## config.mk

```make
export PLATFORM = sky130hd
export DESIGN_NAME = pinned_lru_page_buffer_pool
export DESIGN_NICKNAME = d
export VERILOG_FILES = /design/src/rtl/core/plbp_pkg.sv /design/src/rtl/core/pinned_lru_page_buffer_pool.sv
export SDC_FILE = /design/constraint.sdc
export NUM_CORES = 2
export LEC_CHECK = 0
export BUFFER_PORTS_ARGS = -buffer_cell sky130_fd_sc_hd__buf_2
export CORE_MARGIN = 2
export CORE_UTILIZATION = 35
export DETAILED_ROUTE_END_ITERATION = 7
export PLACE_DENSITY = 0.55
export SYNTH_ARGS = -nofsm -noshare
export SYNTH_HDL_FRONTEND = slang
export SYNTH_SLANG_ARGS = --single-unit
```

## constraint.sdc

```tcl
create_clock -name aclk -period 7.9 [get_ports aclk]
set_input_delay 1.58 -clock aclk [delete_from_list [all_inputs] [get_ports aclk]]
set_output_delay 1.58 -clock aclk [all_outputs]
set_load 0.05 [all_outputs]
```

## src/rtl/core/plbp_pkg.sv

```systemverilog
// shared codes and field widths of the pinned lru page buffer pool
// no dependencies
package plbp_pkg;

    localparam int ACTION_W = 3;
    localparam int FILE_W   = 10;
    localparam int PAGE_W   = 24;
    localparam int STATUS_W = 3;
    localparam int SLOT_W   = 4;
    localparam int S_DATA_W = 40;
    localparam int M_DATA_W = 48;

    // operation codes
    localparam logic [ACTION_W-1:0] ACT_FETCH_PIN  = 3'd0;
    localparam logic [ACTION_W-1:0] ACT_ALLOCATE   = 3'd1;
    localparam logic [ACTION_W-1:0] ACT_MARK_DIRTY = 3'd2;
    localparam logic [ACTION_W-1:0] ACT_UNPIN      = 3'd3;
    localparam logic [ACTION_W-1:0] ACT_FLUSH_FILE = 3'd4;
    localparam logic [ACTION_W-1:0] ACT_FORCE_WB   = 3'd5;

    // result status codes
    localparam logic [STATUS_W-1:0] ST_OK             = 3'd0;
    localparam logic [STATUS_W-1:0] ST_NOT_RESIDENT   = 3'd1;
    localparam logic [STATUS_W-1:0] ST_PINNED_CONFL   = 3'd2;
    localparam logic [STATUS_W-1:0] ST_NOT_PINNED     = 3'd3;
    localparam logic [STATUS_W-1:0] ST_NO_VICTIM      = 3'd4;
    localparam logic [STATUS_W-1:0] ST_FLUSH_PINNED   = 3'd5;
    localparam logic [STATUS_W-1:0] ST_ALREADY_RESID  = 3'd6;

endpackage

```

## src/rtl/core/pinned_lru_page_buffer_pool.sv

```systemverilog
// Pinned LRU page buffer pool: slot table, recency and free orders, walking sequencer.
// Depends on plbp_pkg.
//
// Usage: one operation item enters on the s_axis channel (fetch with pin, allocate,
// mark dirty, unpin, flush a file, force write-back). Each item yields one or more
// result items on the m_axis channel; tlast marks the final result of the item.
// Write-back requests for dirty pages ride on the results, reads are requested
// through fetch_needed. Page data never passes through the block.
// Timing: s_axis_tready is high only while the sequencer is idle. A tag lookup
// steps through the slots one per cycle with a single comparator, a victim
// search then scans all POOL_SLOTS slots, a flush walks up to POOL_SLOTS slots
// and a forced write-back walks the recency order one position per cycle; both
// walks hold on a result while the output register is still full.
// A single output register holds the current result; when the receiver stalls,
// the sequencer waits on the next result, and a new item may be accepted while
// the final result still waits in that register.
// Reset (aresetn low, synchronous) empties the pool: no slot valid, no pins,
// recency order empty, free order holding slots 0 upward.
module pinned_lru_page_buffer_pool #(
    parameter int POOL_SLOTS = 16,
    parameter int MAX_PINS   = 255
) (
    input  logic                          aclk,
    input  logic                          aresetn,
    input  logic                          s_axis_tvalid,
    output logic                          s_axis_tready,
    // action[2:0], file_id[12:3], page_number[36:13], all_pages[37],
    // allow_shared_pin[38], zero[39]
    input  logic [plbp_pkg::S_DATA_W-1:0] s_axis_tdata,
    output logic                          m_axis_tvalid,
    input  logic                          m_axis_tready,
    // status[2:0], slot_index[6:3], fetch_needed[7], writeback_valid[8],
    // writeback_file[18:9], writeback_page[42:19], writeback_slot[46:43], zero[47]
    output logic [plbp_pkg::M_DATA_W-1:0] m_axis_tdata,
    output logic                          m_axis_tlast
);

    localparam int IDX_W = (POOL_SLOTS > 1) ? $clog2(POOL_SLOTS) : 1;
    localparam int CNT_W = IDX_W + 1;
    localparam int PIN_W = (MAX_PINS > 1) ? $clog2(MAX_PINS + 1) : 1;
    localparam logic [IDX_W-1:0] LAST_IDX = IDX_W'(POOL_SLOTS - 1);
    localparam logic [PIN_W-1:0] PIN_MAX  = PIN_W'(MAX_PINS);
    localparam logic [PIN_W-1:0] PIN_ONE  = PIN_W'(1);
    localparam logic [CNT_W-1:0] CNT_FULL = CNT_W'(POOL_SLOTS);

    typedef enum logic [7:0] {
        S_IDLE   = 8'b0000_0001,
        S_LOOKUP = 8'b0000_0010,
        S_DECIDE = 8'b0000_0100,
        S_VICTIM = 8'b0000_1000,
        S_VINST  = 8'b0001_0000,
        S_FLUSH  = 8'b0010_0000,
        S_FORCE  = 8'b0100_0000,
        S_FIN    = 8'b1000_0000
    } state_t;

    // sequencer and operation registers
    state_t state_reg, state_next;
    logic [plbp_pkg::ACTION_W-1:0] action_reg, action_next;
    logic [plbp_pkg::FILE_W-1:0]   file_reg, file_next;
    logic [plbp_pkg::PAGE_W-1:0]   page_reg, page_next;
    logic all_reg, all_next, shared_reg, shared_next;
    logic [IDX_W-1:0] idx_reg, idx_next;
    logic [CNT_W-1:0] k_reg, k_next;
    logic hit_reg, hit_next;
    logic [IDX_W-1:0] hit_slot_reg, hit_slot_next;
    logic best_found_reg, best_found_next;
    logic [IDX_W-1:0] best_slot_reg, best_slot_next;
    logic [IDX_W-1:0] best_pos_reg, best_pos_next;

    // slot table
    logic                        valid_reg [POOL_SLOTS];
    logic                        valid_next [POOL_SLOTS];
    logic [plbp_pkg::FILE_W-1:0] sfile_reg [POOL_SLOTS];
    logic [plbp_pkg::FILE_W-1:0] sfile_next [POOL_SLOTS];
    logic [plbp_pkg::PAGE_W-1:0] spage_reg [POOL_SLOTS];
    logic [plbp_pkg::PAGE_W-1:0] spage_next [POOL_SLOTS];
    logic [PIN_W-1:0]            pins_reg [POOL_SLOTS];
    logic [PIN_W-1:0]            pins_next [POOL_SLOTS];
    logic                        dirty_reg [POOL_SLOTS];
    logic                        dirty_next [POOL_SLOTS];

    // recency and free orders kept as a position per slot
    logic             in_rec_reg [POOL_SLOTS];
    logic             in_rec_next [POOL_SLOTS];
    logic [IDX_W-1:0] rec_pos_reg [POOL_SLOTS];
    logic [IDX_W-1:0] rec_pos_next [POOL_SLOTS];
    logic             in_free_reg [POOL_SLOTS];
    logic             in_free_next [POOL_SLOTS];
    logic [IDX_W-1:0] free_pos_reg [POOL_SLOTS];
    logic [IDX_W-1:0] free_pos_next [POOL_SLOTS];
    logic [CNT_W-1:0] rec_cnt_reg, rec_cnt_next;
    logic [CNT_W-1:0] free_cnt_reg, free_cnt_next;

    // output register
    logic m_valid_reg, m_valid_next;
    logic [plbp_pkg::M_DATA_W-1:0] m_data_reg, m_data_next;
    logic m_last_reg, m_last_next;

    // list operation requests
    logic rf_en, rr_en, ff_en, ft_en;
    logic [IDX_W-1:0] rf_slot, rr_slot, ff_slot;

    // result being emitted
    logic emit;
    logic [plbp_pkg::STATUS_W-1:0] o_status;
    logic [IDX_W-1:0] o_slot, o_wbs;
    logic o_fetch, o_wbv, o_last;
    logic [plbp_pkg::FILE_W-1:0] o_wbf;
    logic [plbp_pkg::PAGE_W-1:0] o_wbp;

    logic out_free;
    logic s_accept;
    logic [IDX_W-1:0] free_front_slot, rec_at_k_slot;

    assign out_free      = !m_valid_reg || m_axis_tready;
    assign s_axis_tready = (state_reg == S_IDLE);
    assign s_accept      = s_axis_tvalid && s_axis_tready;
    assign m_axis_tvalid = m_valid_reg;
    assign m_axis_tdata  = m_data_reg;
    assign m_axis_tlast  = m_last_reg;

    // slot at the front of the free order, slot at recency position k
    always_comb begin
        free_front_slot = '0;
        rec_at_k_slot   = '0;
        for (int j = 0; j < POOL_SLOTS; j++) begin
            if (in_free_reg[j] && free_pos_reg[j] == '0) begin
                free_front_slot = IDX_W'(j);
            end
            if (in_rec_reg[j] && rec_pos_reg[j] == k_reg[IDX_W-1:0]) begin
                rec_at_k_slot = IDX_W'(j);
            end
        end
    end

    // sequencer
    always_comb begin
        logic fmatch;
        logic [IDX_W-1:0] s;
        state_next      = state_reg;
        action_next     = action_reg;
        file_next       = file_reg;
        page_next       = page_reg;
        all_next        = all_reg;
        shared_next     = shared_reg;
        idx_next        = idx_reg;
        k_next          = k_reg;
        hit_next        = hit_reg;
        hit_slot_next   = hit_slot_reg;
        best_found_next = best_found_reg;
        best_slot_next  = best_slot_reg;
        best_pos_next   = best_pos_reg;
        valid_next      = valid_reg;
        sfile_next      = sfile_reg;
        spage_next      = spage_reg;
        pins_next       = pins_reg;
        dirty_next      = dirty_reg;
        rf_en = 1'b0; rr_en = 1'b0; ff_en = 1'b0; ft_en = 1'b0;
        rf_slot = '0; rr_slot = '0; ff_slot = '0;
        emit = 1'b0;
        o_status = plbp_pkg::ST_OK;
        o_slot = '0; o_wbs = '0; o_fetch = 1'b0; o_wbv = 1'b0; o_last = 1'b1;
        o_wbf = '0; o_wbp = '0;
        fmatch = 1'b0;
        s = '0;

        unique case (state_reg)
            S_IDLE: begin
                if (s_accept) begin
                    action_next = s_axis_tdata[2:0];
                    file_next   = s_axis_tdata[12:3];
                    page_next   = s_axis_tdata[36:13];
                    all_next    = s_axis_tdata[37];
                    shared_next = s_axis_tdata[38];
                    idx_next    = '0;
                    k_next      = '0;
                    hit_next    = 1'b0;
                    priority if (s_axis_tdata[2:0] == plbp_pkg::ACT_FLUSH_FILE) begin
                        state_next = S_FLUSH;
                    end else if (s_axis_tdata[2:0] == plbp_pkg::ACT_FORCE_WB) begin
                        state_next = S_FORCE;
                    end else if (s_axis_tdata[2:0] <= plbp_pkg::ACT_UNPIN) begin
                        state_next = S_LOOKUP;
                    end else begin
                        state_next = S_DECIDE;
                    end
                end
            end
            // one tag compare per cycle
            S_LOOKUP: begin
                if (valid_reg[idx_reg] && sfile_reg[idx_reg] == file_reg
                        && spage_reg[idx_reg] == page_reg) begin
                    hit_next      = 1'b1;
                    hit_slot_next = idx_reg;
                    state_next    = S_DECIDE;
                end else if (idx_reg == LAST_IDX) begin
                    state_next = S_DECIDE;
                end else begin
                    idx_next = idx_reg + 1'b1;
                end
            end
            S_DECIDE: begin
                if (out_free) begin
                    s = hit_slot_reg;
                    state_next = S_IDLE;
                    emit = 1'b1;
                    unique case (action_reg)
                        plbp_pkg::ACT_FETCH_PIN, plbp_pkg::ACT_ALLOCATE: begin
                            if (hit_reg) begin
                                o_slot = s;
                                if (action_reg == plbp_pkg::ACT_ALLOCATE) begin
                                    o_status = plbp_pkg::ST_ALREADY_RESID;
                                end else if (!shared_reg && pins_reg[s] != '0) begin
                                    o_status = plbp_pkg::ST_PINNED_CONFL;
                                end else begin
                                    if (pins_reg[s] < PIN_MAX) begin
                                        pins_next[s] = pins_reg[s] + 1'b1;
                                    end
                                    rf_en = 1'b1; rf_slot = s;
                                end
                            end else if (free_cnt_reg != '0) begin
                                // new page takes the front free slot
                                s = free_front_slot;
                                ft_en = 1'b1;
                                rf_en = 1'b1; rf_slot = s;
                                valid_next[s] = 1'b1;
                                sfile_next[s] = file_reg;
                                spage_next[s] = page_reg;
                                pins_next[s]  = PIN_ONE;
                                dirty_next[s] = 1'b0;
                                o_slot  = s;
                                o_fetch = (action_reg == plbp_pkg::ACT_FETCH_PIN);
                            end else begin
                                emit = 1'b0;
                                idx_next = '0;
                                best_found_next = 1'b0;
                                state_next = S_VICTIM;
                            end
                        end
                        plbp_pkg::ACT_MARK_DIRTY: begin
                            if (!hit_reg) begin
                                o_status = plbp_pkg::ST_NOT_RESIDENT;
                            end else begin
                                dirty_next[s] = 1'b1;
                                rf_en = 1'b1; rf_slot = s;
                                o_slot = s;
                            end
                        end
                        plbp_pkg::ACT_UNPIN: begin
                            if (!hit_reg) begin
                                o_status = plbp_pkg::ST_NOT_RESIDENT;
                            end else if (pins_reg[s] == '0) begin
                                o_status = plbp_pkg::ST_NOT_PINNED;
                                o_slot = s;
                            end else begin
                                pins_next[s] = pins_reg[s] - 1'b1;
                                if (pins_reg[s] == PIN_ONE) begin
                                    rf_en = 1'b1; rf_slot = s;
                                end
                                o_slot = s;
                            end
                        end
                        default: begin
                        end
                    endcase
                end
            end
            // least recent unpinned slot: largest recency position with no pins
            S_VICTIM: begin
                if (in_rec_reg[idx_reg] && pins_reg[idx_reg] == '0
                        && (!best_found_reg || rec_pos_reg[idx_reg] > best_pos_reg)) begin
                    best_found_next = 1'b1;
                    best_slot_next  = idx_reg;
                    best_pos_next   = rec_pos_reg[idx_reg];
                end
                if (idx_reg == LAST_IDX) begin
                    state_next = S_VINST;
                end else begin
                    idx_next = idx_reg + 1'b1;
                end
            end
            S_VINST: begin
                if (out_free) begin
                    emit = 1'b1;
                    state_next = S_IDLE;
                    if (!best_found_reg) begin
                        o_status = plbp_pkg::ST_NO_VICTIM;
                    end else begin
                        s = best_slot_reg;
                        if (valid_reg[s] && dirty_reg[s]) begin
                            o_wbv = 1'b1;
                            o_wbf = sfile_reg[s];
                            o_wbp = spage_reg[s];
                            o_wbs = s;
                        end
                        rf_en = 1'b1; rf_slot = s;
                        valid_next[s] = 1'b1;
                        sfile_next[s] = file_reg;
                        spage_next[s] = page_reg;
                        pins_next[s]  = PIN_ONE;
                        dirty_next[s] = 1'b0;
                        o_slot  = s;
                        o_fetch = (action_reg == plbp_pkg::ACT_FETCH_PIN);
                    end
                end
            end
            // walk slots by index, freeing those of the file; a pinned slot of the file ends the walk
            S_FLUSH: begin
                s = idx_reg;
                fmatch = valid_reg[s] && sfile_reg[s] == file_reg;
                if (!fmatch) begin
                    if (idx_reg == LAST_IDX) begin
                        state_next = S_FIN;
                    end else begin
                        idx_next = idx_reg + 1'b1;
                    end
                end else if (pins_reg[s] != '0) begin
                    if (out_free) begin
                        emit = 1'b1;
                        o_status = plbp_pkg::ST_FLUSH_PINNED;
                        o_slot = s;
                        state_next = S_IDLE;
                    end
                end else if (!dirty_reg[s] || out_free) begin
                    if (dirty_reg[s]) begin
                        emit = 1'b1;
                        o_slot = s;
                        o_wbv = 1'b1;
                        o_wbf = sfile_reg[s];
                        o_wbp = spage_reg[s];
                        o_wbs = s;
                        o_last = 1'b0;
                    end
                    dirty_next[s] = 1'b0;
                    valid_next[s] = 1'b0;
                    rr_en = 1'b1; rr_slot = s;
                    ff_en = 1'b1; ff_slot = s;
                    if (idx_reg == LAST_IDX) begin
                        state_next = S_FIN;
                    end else begin
                        idx_next = idx_reg + 1'b1;
                    end
                end
            end
            // walk the recency order, most recent first
            S_FORCE: begin
                if (k_reg == rec_cnt_reg) begin
                    state_next = S_FIN;
                end else begin
                    s = rec_at_k_slot;
                    fmatch = valid_reg[s] && sfile_reg[s] == file_reg
                        && (all_reg || spage_reg[s] == page_reg) && dirty_reg[s];
                    if (!fmatch) begin
                        k_next = k_reg + 1'b1;
                    end else if (out_free) begin
                        emit = 1'b1;
                        o_slot = s;
                        o_wbv = 1'b1;
                        o_wbf = sfile_reg[s];
                        o_wbp = spage_reg[s];
                        o_wbs = s;
                        o_last = 1'b0;
                        dirty_next[s] = 1'b0;
                        k_next = k_reg + 1'b1;
                    end
                end
            end
            S_FIN: begin
                if (out_free) begin
                    emit = 1'b1;
                    state_next = S_IDLE;
                end
            end
            default: begin
                state_next = S_IDLE;
            end
        endcase
    end

    // list updates
    always_comb begin
        in_rec_next   = in_rec_reg;
        rec_pos_next  = rec_pos_reg;
        in_free_next  = in_free_reg;
        free_pos_next = free_pos_reg;
        rec_cnt_next  = rec_cnt_reg;
        free_cnt_next = free_cnt_reg;
        // remove from the recency order
        if (rr_en && in_rec_reg[rr_slot]) begin
            for (int j = 0; j < POOL_SLOTS; j++) begin
                if (in_rec_reg[j] && rec_pos_reg[j] > rec_pos_reg[rr_slot]) begin
                    rec_pos_next[j] = rec_pos_reg[j] - 1'b1;
                end
            end
            in_rec_next[rr_slot] = 1'b0;
            rec_cnt_next = rec_cnt_reg - 1'b1;
        end
        // move to the front of the recency order
        if (rf_en) begin
            for (int j = 0; j < POOL_SLOTS; j++) begin
                if (in_rec_reg[j] && (!in_rec_reg[rf_slot]
                        || rec_pos_reg[j] < rec_pos_reg[rf_slot])) begin
                    rec_pos_next[j] = rec_pos_reg[j] + 1'b1;
                end
            end
            if (!in_rec_reg[rf_slot]) begin
                rec_cnt_next = rec_cnt_reg + 1'b1;
            end
            in_rec_next[rf_slot]  = 1'b1;
            rec_pos_next[rf_slot] = '0;
        end
        // take the front of the free order
        if (ft_en) begin
            for (int j = 0; j < POOL_SLOTS; j++) begin
                if (in_free_reg[j]) begin
                    if (free_pos_reg[j] == '0) begin
                        in_free_next[j] = 1'b0;
                    end else begin
                        free_pos_next[j] = free_pos_reg[j] - 1'b1;
                    end
                end
            end
            free_cnt_next = free_cnt_reg - 1'b1;
        end
        // put at the front of the free order
        if (ff_en && free_cnt_reg < CNT_FULL) begin
            for (int j = 0; j < POOL_SLOTS; j++) begin
                if (in_free_reg[j]) begin
                    free_pos_next[j] = free_pos_reg[j] + 1'b1;
                end
            end
            in_free_next[ff_slot]  = 1'b1;
            free_pos_next[ff_slot] = '0;
            free_cnt_next = free_cnt_reg + 1'b1;
        end
    end

    // output register
    always_comb begin
        m_valid_next = m_valid_reg;
        m_data_next  = m_data_reg;
        m_last_next  = m_last_reg;
        if (emit) begin
            m_valid_next = 1'b1;
            m_data_next  = {1'b0, plbp_pkg::SLOT_W'(o_wbs), o_wbp, o_wbf, o_wbv, o_fetch,
                            plbp_pkg::SLOT_W'(o_slot), o_status};
            m_last_next  = o_last;
        end else if (m_axis_tready) begin
            m_valid_next = 1'b0;
        end
    end

    // control registers
    always_ff @(posedge aclk) begin
        if (!aresetn) begin
            state_reg    <= S_IDLE;
            m_valid_reg  <= 1'b0;
            rec_cnt_reg  <= '0;
            free_cnt_reg <= CNT_FULL;
            for (int j = 0; j < POOL_SLOTS; j++) begin
                valid_reg[j]    <= 1'b0;
                pins_reg[j]     <= '0;
                dirty_reg[j]    <= 1'b0;
                in_rec_reg[j]   <= 1'b0;
                rec_pos_reg[j]  <= '0;
                in_free_reg[j]  <= 1'b1;
                free_pos_reg[j] <= IDX_W'(j);
            end
        end else begin
            state_reg    <= state_next;
            m_valid_reg  <= m_valid_next;
            rec_cnt_reg  <= rec_cnt_next;
            free_cnt_reg <= free_cnt_next;
            valid_reg    <= valid_next;
            pins_reg     <= pins_next;
            dirty_reg    <= dirty_next;
            in_rec_reg   <= in_rec_next;
            rec_pos_reg  <= rec_pos_next;
            in_free_reg  <= in_free_next;
            free_pos_reg <= free_pos_next;
        end
    end

    // payload registers
    always_ff @(posedge aclk) begin
        action_reg     <= action_next;
        file_reg       <= file_next;
        page_reg       <= page_next;
        all_reg        <= all_next;
        shared_reg     <= shared_next;
        idx_reg        <= idx_next;
        k_reg          <= k_next;
        hit_reg        <= hit_next;
        hit_slot_reg   <= hit_slot_next;
        best_found_reg <= best_found_next;
        best_slot_reg  <= best_slot_next;
        best_pos_reg   <= best_pos_next;
        sfile_reg      <= sfile_next;
        spage_reg      <= spage_next;
        m_data_reg     <= m_data_next;
        m_last_reg     <= m_last_next;
    end

endmodule

```

# Word-level counts from Yosys, hierarchy flattened
# Cells that the tools add are included.
[op_classes]
add_sub_neg = 72
n_lt_le_gt_ge = 50
eq_ne = 70
muxes = 504
n_bitwise = 33
reduce_logical = 152
[op_table]
columns = ["op", "n"]
rows = [
  ["$mux W384", 6],
  ["$mux W128", 10],
  ["$mux W160", 6],
  ["$bwmux W384", 2],
  ["$pmux W384 S2", 1],
  ["$mux W4", 191],
  ["$pmux W128 S2", 2],
  ["$mux W24", 18],
  ["$mux W16", 25],
  ["$bwmux W160", 2],
  ["$pmux W160 S2", 1],
  ["$bmux W24 S4", 3],
  ["$bwmux W128", 2],
  ["$mux W64", 4],
  ["$and A112 B112 Y112", 2],
  ["$not A112 Y112", 2],
  ["$demux W24 S4", 2],
  ["$mux W10", 18],
  ["$mux W8", 18],
  ["$add A4 B1 Y4 const B", 33],
  ["$and A64 B64 Y64", 2],
  ["$not A64 Y64", 2],
  ["$sub A4 B1 Y4 const B", 32],
  ["$bmux W10 S4", 3],
  ["85 further kinds", 494],
]
[totals]
ff_bits = 993
input_bits = 44

# Logic depth before layout (Yosys ltp)
[logic_depth]
word_depth = 33
mapped_depth = 30
depth_no_buf = 24

# Least setup slack after synthesis
# No wires, ideal clock.
[synth_timing]
path_kind = "reg-to-reg"
from = "register hit_slot_reg[1]"
to = "register rec_pos_reg[29] (netlist name)"
setup_ns = 0.118
arrival_time_ns = 7.130
t_required_ns = 7.782
path_slack_ns = 0.651
stages_incl_launch_ff = 28
path_cell_list = "edfxtp_1 -> clkbuf_1 -> buf_2 -> buf_1 -> clkbuf_1 -> mux4_2 -> mux4_2 -> inv_1 -> ha_1 -> inv_1 -> nand2_1 -> nor3_1 -> a21o_1 -> a32oi_1 -> clkbuf_1 -> clkbuf_1 -> o211ai_1 -> o211ai_1 -> o21ai_0 -> o21ai_0 -> ha_1 -> a21oi_1 -> nor2b_1 -> a311o_1 -> a21oi_1 -> o211a_2 -> mux2i_1 -> a21oi_1"
[synth_between]
elab_chain_len = 23
elab_cells_between_ends = 48
classes_between = "order compare (3); eq/ne (1); mux (33); bitwise (4); reduce/logical (7)"
[synth_rtl]
columns = ["element", "line_no", "text"]
rows = [
  ["start, declared", "pinned_lru_page_buffer_pool.sv:66", "logic [IDX_W-1:0] hit_slot_reg, hit_slot_next;"],
  ["start signal, assigned", "pinned_lru_page_buffer_pool.sv:495", "hit_slot_reg <= hit_slot_next;"],
  ["$not A4 Y5 (not written as such)", "pinned_lru_page_buffer_pool.sv:214, pinned_lru_page_buffer_pool.sv:253, pinned_lru_page_buffer_pool.sv:258", ""],
  ["$bmux W8 S4", "pinned_lru_page_buffer_pool.sv:214, pinned_lru_page_buffer_pool.sv:253, pinned_lru_page_buffer_pool.sv:258", ""],
  ["$mux W8 (not written as such) (2 in series)", "pinned_lru_page_buffer_pool.sv:214, pinned_lru_page_buffer_pool.sv:253, pinned_lru_page_buffer_pool.sv:258", ""],
  ["$reduce_bool A8 Y1", "pinned_lru_page_buffer_pool.sv:214", "end else if (!shared_reg && pins_reg[s] != '0) begin"],
  ["$logic_and A1 B1 Y1", "pinned_lru_page_buffer_pool.sv:214", ""],
  ["$mux W4", "pinned_lru_page_buffer_pool.sv:214", ""],
  ["$mux W4", "pinned_lru_page_buffer_pool.sv:212", "if (action_reg == plbp_pkg::ACT_ALLOCATE) begin"],
  ["$mux W4", "pinned_lru_page_buffer_pool.sv:210", "if (hit_reg) begin"],
  ["[5 not listed]", "--", ""],
  ["$mux W4 (not written as such) or $mux W1 (tied branches) (2 in series)", "pinned_lru_page_buffer_pool.sv:403, pinned_lru_page_buffer_pool.sv:402", ""],
  ["$lt A4 B4 Y1 or $logic_not A1 Y1 (tied branches)", "--", ""],
  ["$logic_or A1 B1 Y1", "pinned_lru_page_buffer_pool.sv:403", "|| rec_pos_reg[j] < rec_pos_reg[rf_slot])) begin"],
  ["$logic_and A1 B1 Y1", "pinned_lru_page_buffer_pool.sv:402", "if (in_rec_reg[j] && (!in_rec_reg[rf_slot]"],
  ["$mux W4", "pinned_lru_page_buffer_pool.sv:402", ""],
  ["$mux W4", "pinned_lru_page_buffer_pool.sv:400", "if (rf_en) begin"],
  ["$and A64 B64 Y64 (no source line)", "--", ""],
  ["$mux W64 (*)", "pinned_lru_page_buffer_pool.sv:400", ""],
  ["end signal, assigned", "pinned_lru_page_buffer_pool.sv:479", "rec_pos_reg <= rec_pos_next;"],
  ["end, declared", "pinned_lru_page_buffer_pool.sv:86", "logic [IDX_W-1:0] rec_pos_reg [POOL_SLOTS];"],
]
# Mark *: on every way between the ends. The rest lies on a longest branch, timed or not. The select of a mux whose other input is x is not followed.
# A chain may end at the register's enable or synchronous reset.

# Worst setup path after layout
[layout_timing]
from = "register idx_reg[1]"
to = "register rec_pos_reg[63] (netlist name)"
[layout_between]
elab_chain_len = 22
elab_cells_between_ends = 42
classes_between = "order compare (1); eq/ne (1); mux (31); bitwise (3); reduce/logical (6)"
[layout_rtl]
columns = ["element", "line_no", "text"]
rows = [
  ["start, declared", "pinned_lru_page_buffer_pool.sv:63", "logic [IDX_W-1:0] idx_reg, idx_next;"],
  ["start signal, assigned", "pinned_lru_page_buffer_pool.sv:492", "idx_reg <= idx_next;"],
  ["$not A4 Y5 (not written as such)", "pinned_lru_page_buffer_pool.sv:311, pinned_lru_page_buffer_pool.sv:318, pinned_lru_page_buffer_pool.sv:325", ""],
  ["$bmux W1 S4", "pinned_lru_page_buffer_pool.sv:325", "end else if (!dirty_reg[s] || out_free) begin"],
  ["$mux W1 (not written as such) (2 in series)", "pinned_lru_page_buffer_pool.sv:325", ""],
  ["$logic_not A1 Y1", "pinned_lru_page_buffer_pool.sv:325", ""],
  ["$logic_or A1 B1 Y1", "pinned_lru_page_buffer_pool.sv:325", ""],
  ["$mux W4", "pinned_lru_page_buffer_pool.sv:325", ""],
  ["$mux W4", "pinned_lru_page_buffer_pool.sv:318", "end else if (pins_reg[s] != '0) begin"],
  ["$mux W4", "pinned_lru_page_buffer_pool.sv:312", "if (!fmatch) begin"],
  ["[5 not listed]", "--", ""],
  ["$gt A4 B4 Y1", "pinned_lru_page_buffer_pool.sv:392", "if (in_rec_reg[j] && rec_pos_reg[j] > rec_pos_reg[rr_slot]) begin"],
  ["$logic_and A1 B1 Y1", "pinned_lru_page_buffer_pool.sv:392", ""],
  ["$mux W4", "pinned_lru_page_buffer_pool.sv:392", ""],
  ["$mux W64 (*)", "pinned_lru_page_buffer_pool.sv:390", "if (rr_en && in_rec_reg[rr_slot]) begin"],
  ["$mux W4", "pinned_lru_page_buffer_pool.sv:402", ""],
  ["$mux W4", "pinned_lru_page_buffer_pool.sv:400", ""],
  ["$and A64 B64 Y64 (no source line)", "--", ""],
  ["$mux W64 (*)", "pinned_lru_page_buffer_pool.sv:400", ""],
]
# Marked as above.

==> reports/summary.txt <==
FF-to-FF Start: idx_reg[1]
CP Capture Type: register
Cts repair resizes: 0
Total Wirelength: 300000 µm
Ports: 95
Crit path max fanout: 47
Violated checks: design-rule violations
R2r setup slk: 0.28 ns
Final Critical Period: 7.62 ns
CTS Buffer Depth: 3
Number of global-route vias before repair: 58366
Synth cell types: 111
Slowest stage cell, crit path: edfxtp_1
Postcts setup bufs: 0
F_max: 131 MHz
Crit Path Class: reg -> reg
Clk pin slew, worst setup/hold paths: 0.06 ns
Hold Crit Depth: 2
Max-slew violations: 0
Die extent in x: 444 µm
Rel. slew slack: 0.0636
# nets final: 6921
Worst hold path startpoint: free_cnt_reg[2]
Via density: 6.65
Fin. Hold Viols: 0
Core box area: 0.193 mm²
Die H: 444 µm
DPL Wire Length: 192000 µm
Peak supply drop: 0.219 mV
Mapped Cells: 6761
Number of flip-flops in the largest register: 384
Worst slew pin tran: 1.40 ns
Cell Area, Synth: 0.0679 mm²
Routed len/inst: 32.2 µm
CTS Sinks: 988
Number of synthesized register bits: 988
Max cap viols: 0
Top FF cell, synth: edfxtp_1
Overall Power: 15.4 mW
Seq/Total Area, Yosys: 0.388
Reg2reg end: rec_pos_reg[63]
Num CTS Buffers: 116
WHS: 0.490 ns
Number of synthesized flops with an enable pin: 654
Crit path arrival time: 8.30 ns
Routed via count: 62003
Worst-path cell chain: buf_4 -> buf_4 -> mux4_2 -> mux4_2 -> nand4_1 -> nor4_2 -> and4_1 -> nand3_1 -> o22a_1 -> and2_1 -> a21oi_1 -> nand2_1 -> o21ai_2 -> ha_1 -> a21oi_1 -> o22ai_1 -> o221a_2 -> and2_0 -> a31oi_1 -> o211ai_1 -> a21boi_1 -> o21a_1
Clock Tree Root: clkbuf_16
WP data required: 8.58 ns
YS warnings: 0
IO Port Bufs: 92
Max incr delay on CP: 0.95 ns
R2R cell count: 22
Hold-fix buffers, CTS: 0
Share of layout cells above drive strength 1: 0.167
Drt initial violations: 9568
Final setup viols: 0
Post-route setup TNS: 0 ns
Crit share post-route: 0.964
Critical path launch point type: register
Clock latency on the worst-skew pair: 0.85 ns
RSZ-0062 raised after global routing: no
Row cnt: 161
HP Class: reg -> reg
Leakage power total: 26.2 nW
Synth Area per Inst: 10.0 µm²
DRT Pass-1 Iters: 8
Min-Delay Endpoint: free_cnt_reg[2]
GPL Wtd Cong: 0.964
H-tree level count: 3
Die footprint: 0.198 mm²
Number of antenna violations at the first check in global routing: 16
Antenna Nets Post-Route: 0
First-pass GRT wire length: 425000 µm
PD cells: 203 mW/mm²
Skew final: 0.102 ns
Core Util, Final: 0.394
Async S/R FF share, synth: 0
Residual DRC: 1
GR Util All Layers: 0.294
Status: finished with violations
Post-synthesis net count: 6998
GRT overflow: 0
Synthesis-to-layout area growth: 11.7%
Initial core utilization: 0.353
Largest net degree at the start of global routing: 140
CTS tree: yes
## cell families after synthesis
family / Yosys count / share of synthesized area
AND/OR/NAND/NOR: 2346 / 0.178
AO/OA/AOI/OAI: 1765 / 0.174
flip-flops: 988 / 0.388
buffers and inverters: 710 / 0.0423
multiplexers: 537 / 0.153
XOR/XNOR: 221 / 0.0285
adder cells (fa/ha/maj): 193 / 0.0357
other: 1 / 0.0000552
## synth_stat cells (all sizes together) (14+ instances only)
library cell,instances,area [µm²]
nand2,534,2010
nor4,58,437
nor3b,31,233
a221oi,20,175
o21a,35,263
nor3,163,851
nand3,178,906
clkbuf,426,1600
o221a,14,158
o211ai,103,802
inv,131,492
mux4,401,9030
a21o,30,226
xor2,93,815
nor2,464,1750
or4,27,203
a31oi,55,344
nor2b,161,1010
a32oi,16,140
mux2i,112,1120
nand2b,43,269
a22oi,294,2210
a211o,20,175
dfxtp,334,6690
a211oi,75,603
o21ai,344,1730
and2,449,2810
and3,50,313
a21oi,367,1840
mux2,24,270
edfxtp,654,19600
nand4,91,576
a221o,17,170
o22ai,153,957
ha,192,2400
or3,39,244
o211a,25,250
o31ai,20,150
xnor2,128,1120
o221ai,34,304
buf,151,771
a311oi,18,158
## per-layer routing
layer	routed length, µm	part of all wire	vias to the layer above	global-route usage
li1	-	-	25741	-
met1	115000	0.38	30670	0.384
met2	130000	0.43	4561	0.441
met3	35600	0.12	1021	0.0716
met4	19700	0.066	10	0.172
met5	69	0.00023	-	0
## cell usage in the layout, fill, tap and decap left out, types with 23 or more instances in the layout
| master | n |
|---|---|
| xor2_1 | 91 |
| a22oi_1 | 294 |
| nor3b_1 | 31 |
| mux2i_1 | 110 |
| o221ai_1 | 33 |
| o22ai_1 | 153 |
| ha_1 | 192 |
| a211oi_1 | 69 |
| mux4_2 | 401 |
| clkbuf_16 | 117 |
| dfxtp_1 | 334 |
| nor2_1 | 443 |
| nand4_1 | 90 |
| nand3_1 | 175 |
| and3_1 | 50 |
| o211a_1 | 24 |
| or4_1 | 27 |
| buf_4 | 277 |
| nor4_1 | 48 |
| o21ai_0 | 267 |
| nand2b_1 | 42 |
| nand2_1 | 526 |
| or3_1 | 38 |
| a21o_1 | 29 |
| o21ai_1 | 60 |
| a21oi_1 | 361 |
| nor3_1 | 155 |
| buf_2 | 91 |
| o21a_1 | 34 |
| clkinv_1 | 25 |
| and2_1 | 439 |
| inv_1 | 115 |
| clkbuf_1 | 26 |
| edfxtp_1 | 654 |
| o211ai_1 | 99 |
| xnor2_1 | 126 |
| a31oi_1 | 54 |
| mux2_2 | 23 |
| nor2b_1 | 161 |
## through the flow
step / cells / cell area (µm²) / worst slack, ns
finish: 9325 / 75800 / 0.281
global route: 9315 / 75800 / 0.239
CTS: 9313 / 75800 / 0.611
detailed placement: 9092 / 71900 / 0.666
global placement: 9092 / 71900 / 0.722
floorplan: 6761 / 67900 / 0.651
## final cells by class
cell class                 instances  area [µm²]
fill                           18689      117000
inverter                         133         507
clock inverter                    70         728
antenna                           12        30.0
clock buffer                     151        3140
tap                             2526        3160
multi-input combinational       5063       39100
sequential                       988       26300
timing repair buffer             382        2820
## critical path, delay by kind of cell (launching register included)
family,cells,cell delay (ns)
buf+inv,2,1.25
fa+ha+maj,1,0.36
mux,2,0.67
flops,1,0.95
compound gates,10,2.18
simple gates,7,2.04
## how the worst max path moves through the flow
stage	from	to	slack, ns	cells after the start
floorplan	hit_slot_reg[1]	rec_pos_reg[29]	0.65	27
global placement	idx_reg[1]	rec_pos_reg[38]	0.72	25
detailed placement	idx_reg[1]	rec_pos_reg[48]	0.67	23
CTS	k_reg[0]	m_axis_tdata[9]	0.61	19
global route	hit_slot_reg[0]	rec_pos_reg[26]	0.24	23
finish	idx_reg[1]	rec_pos_reg[63]	0.28	22
## power breakdown
group	internal, mW	switching (mW)
logic	1.45	2.38
clock network	3.13	2.48
registers	5.60	0.322
Note: power is estimated with default switching activity, not from simulation.
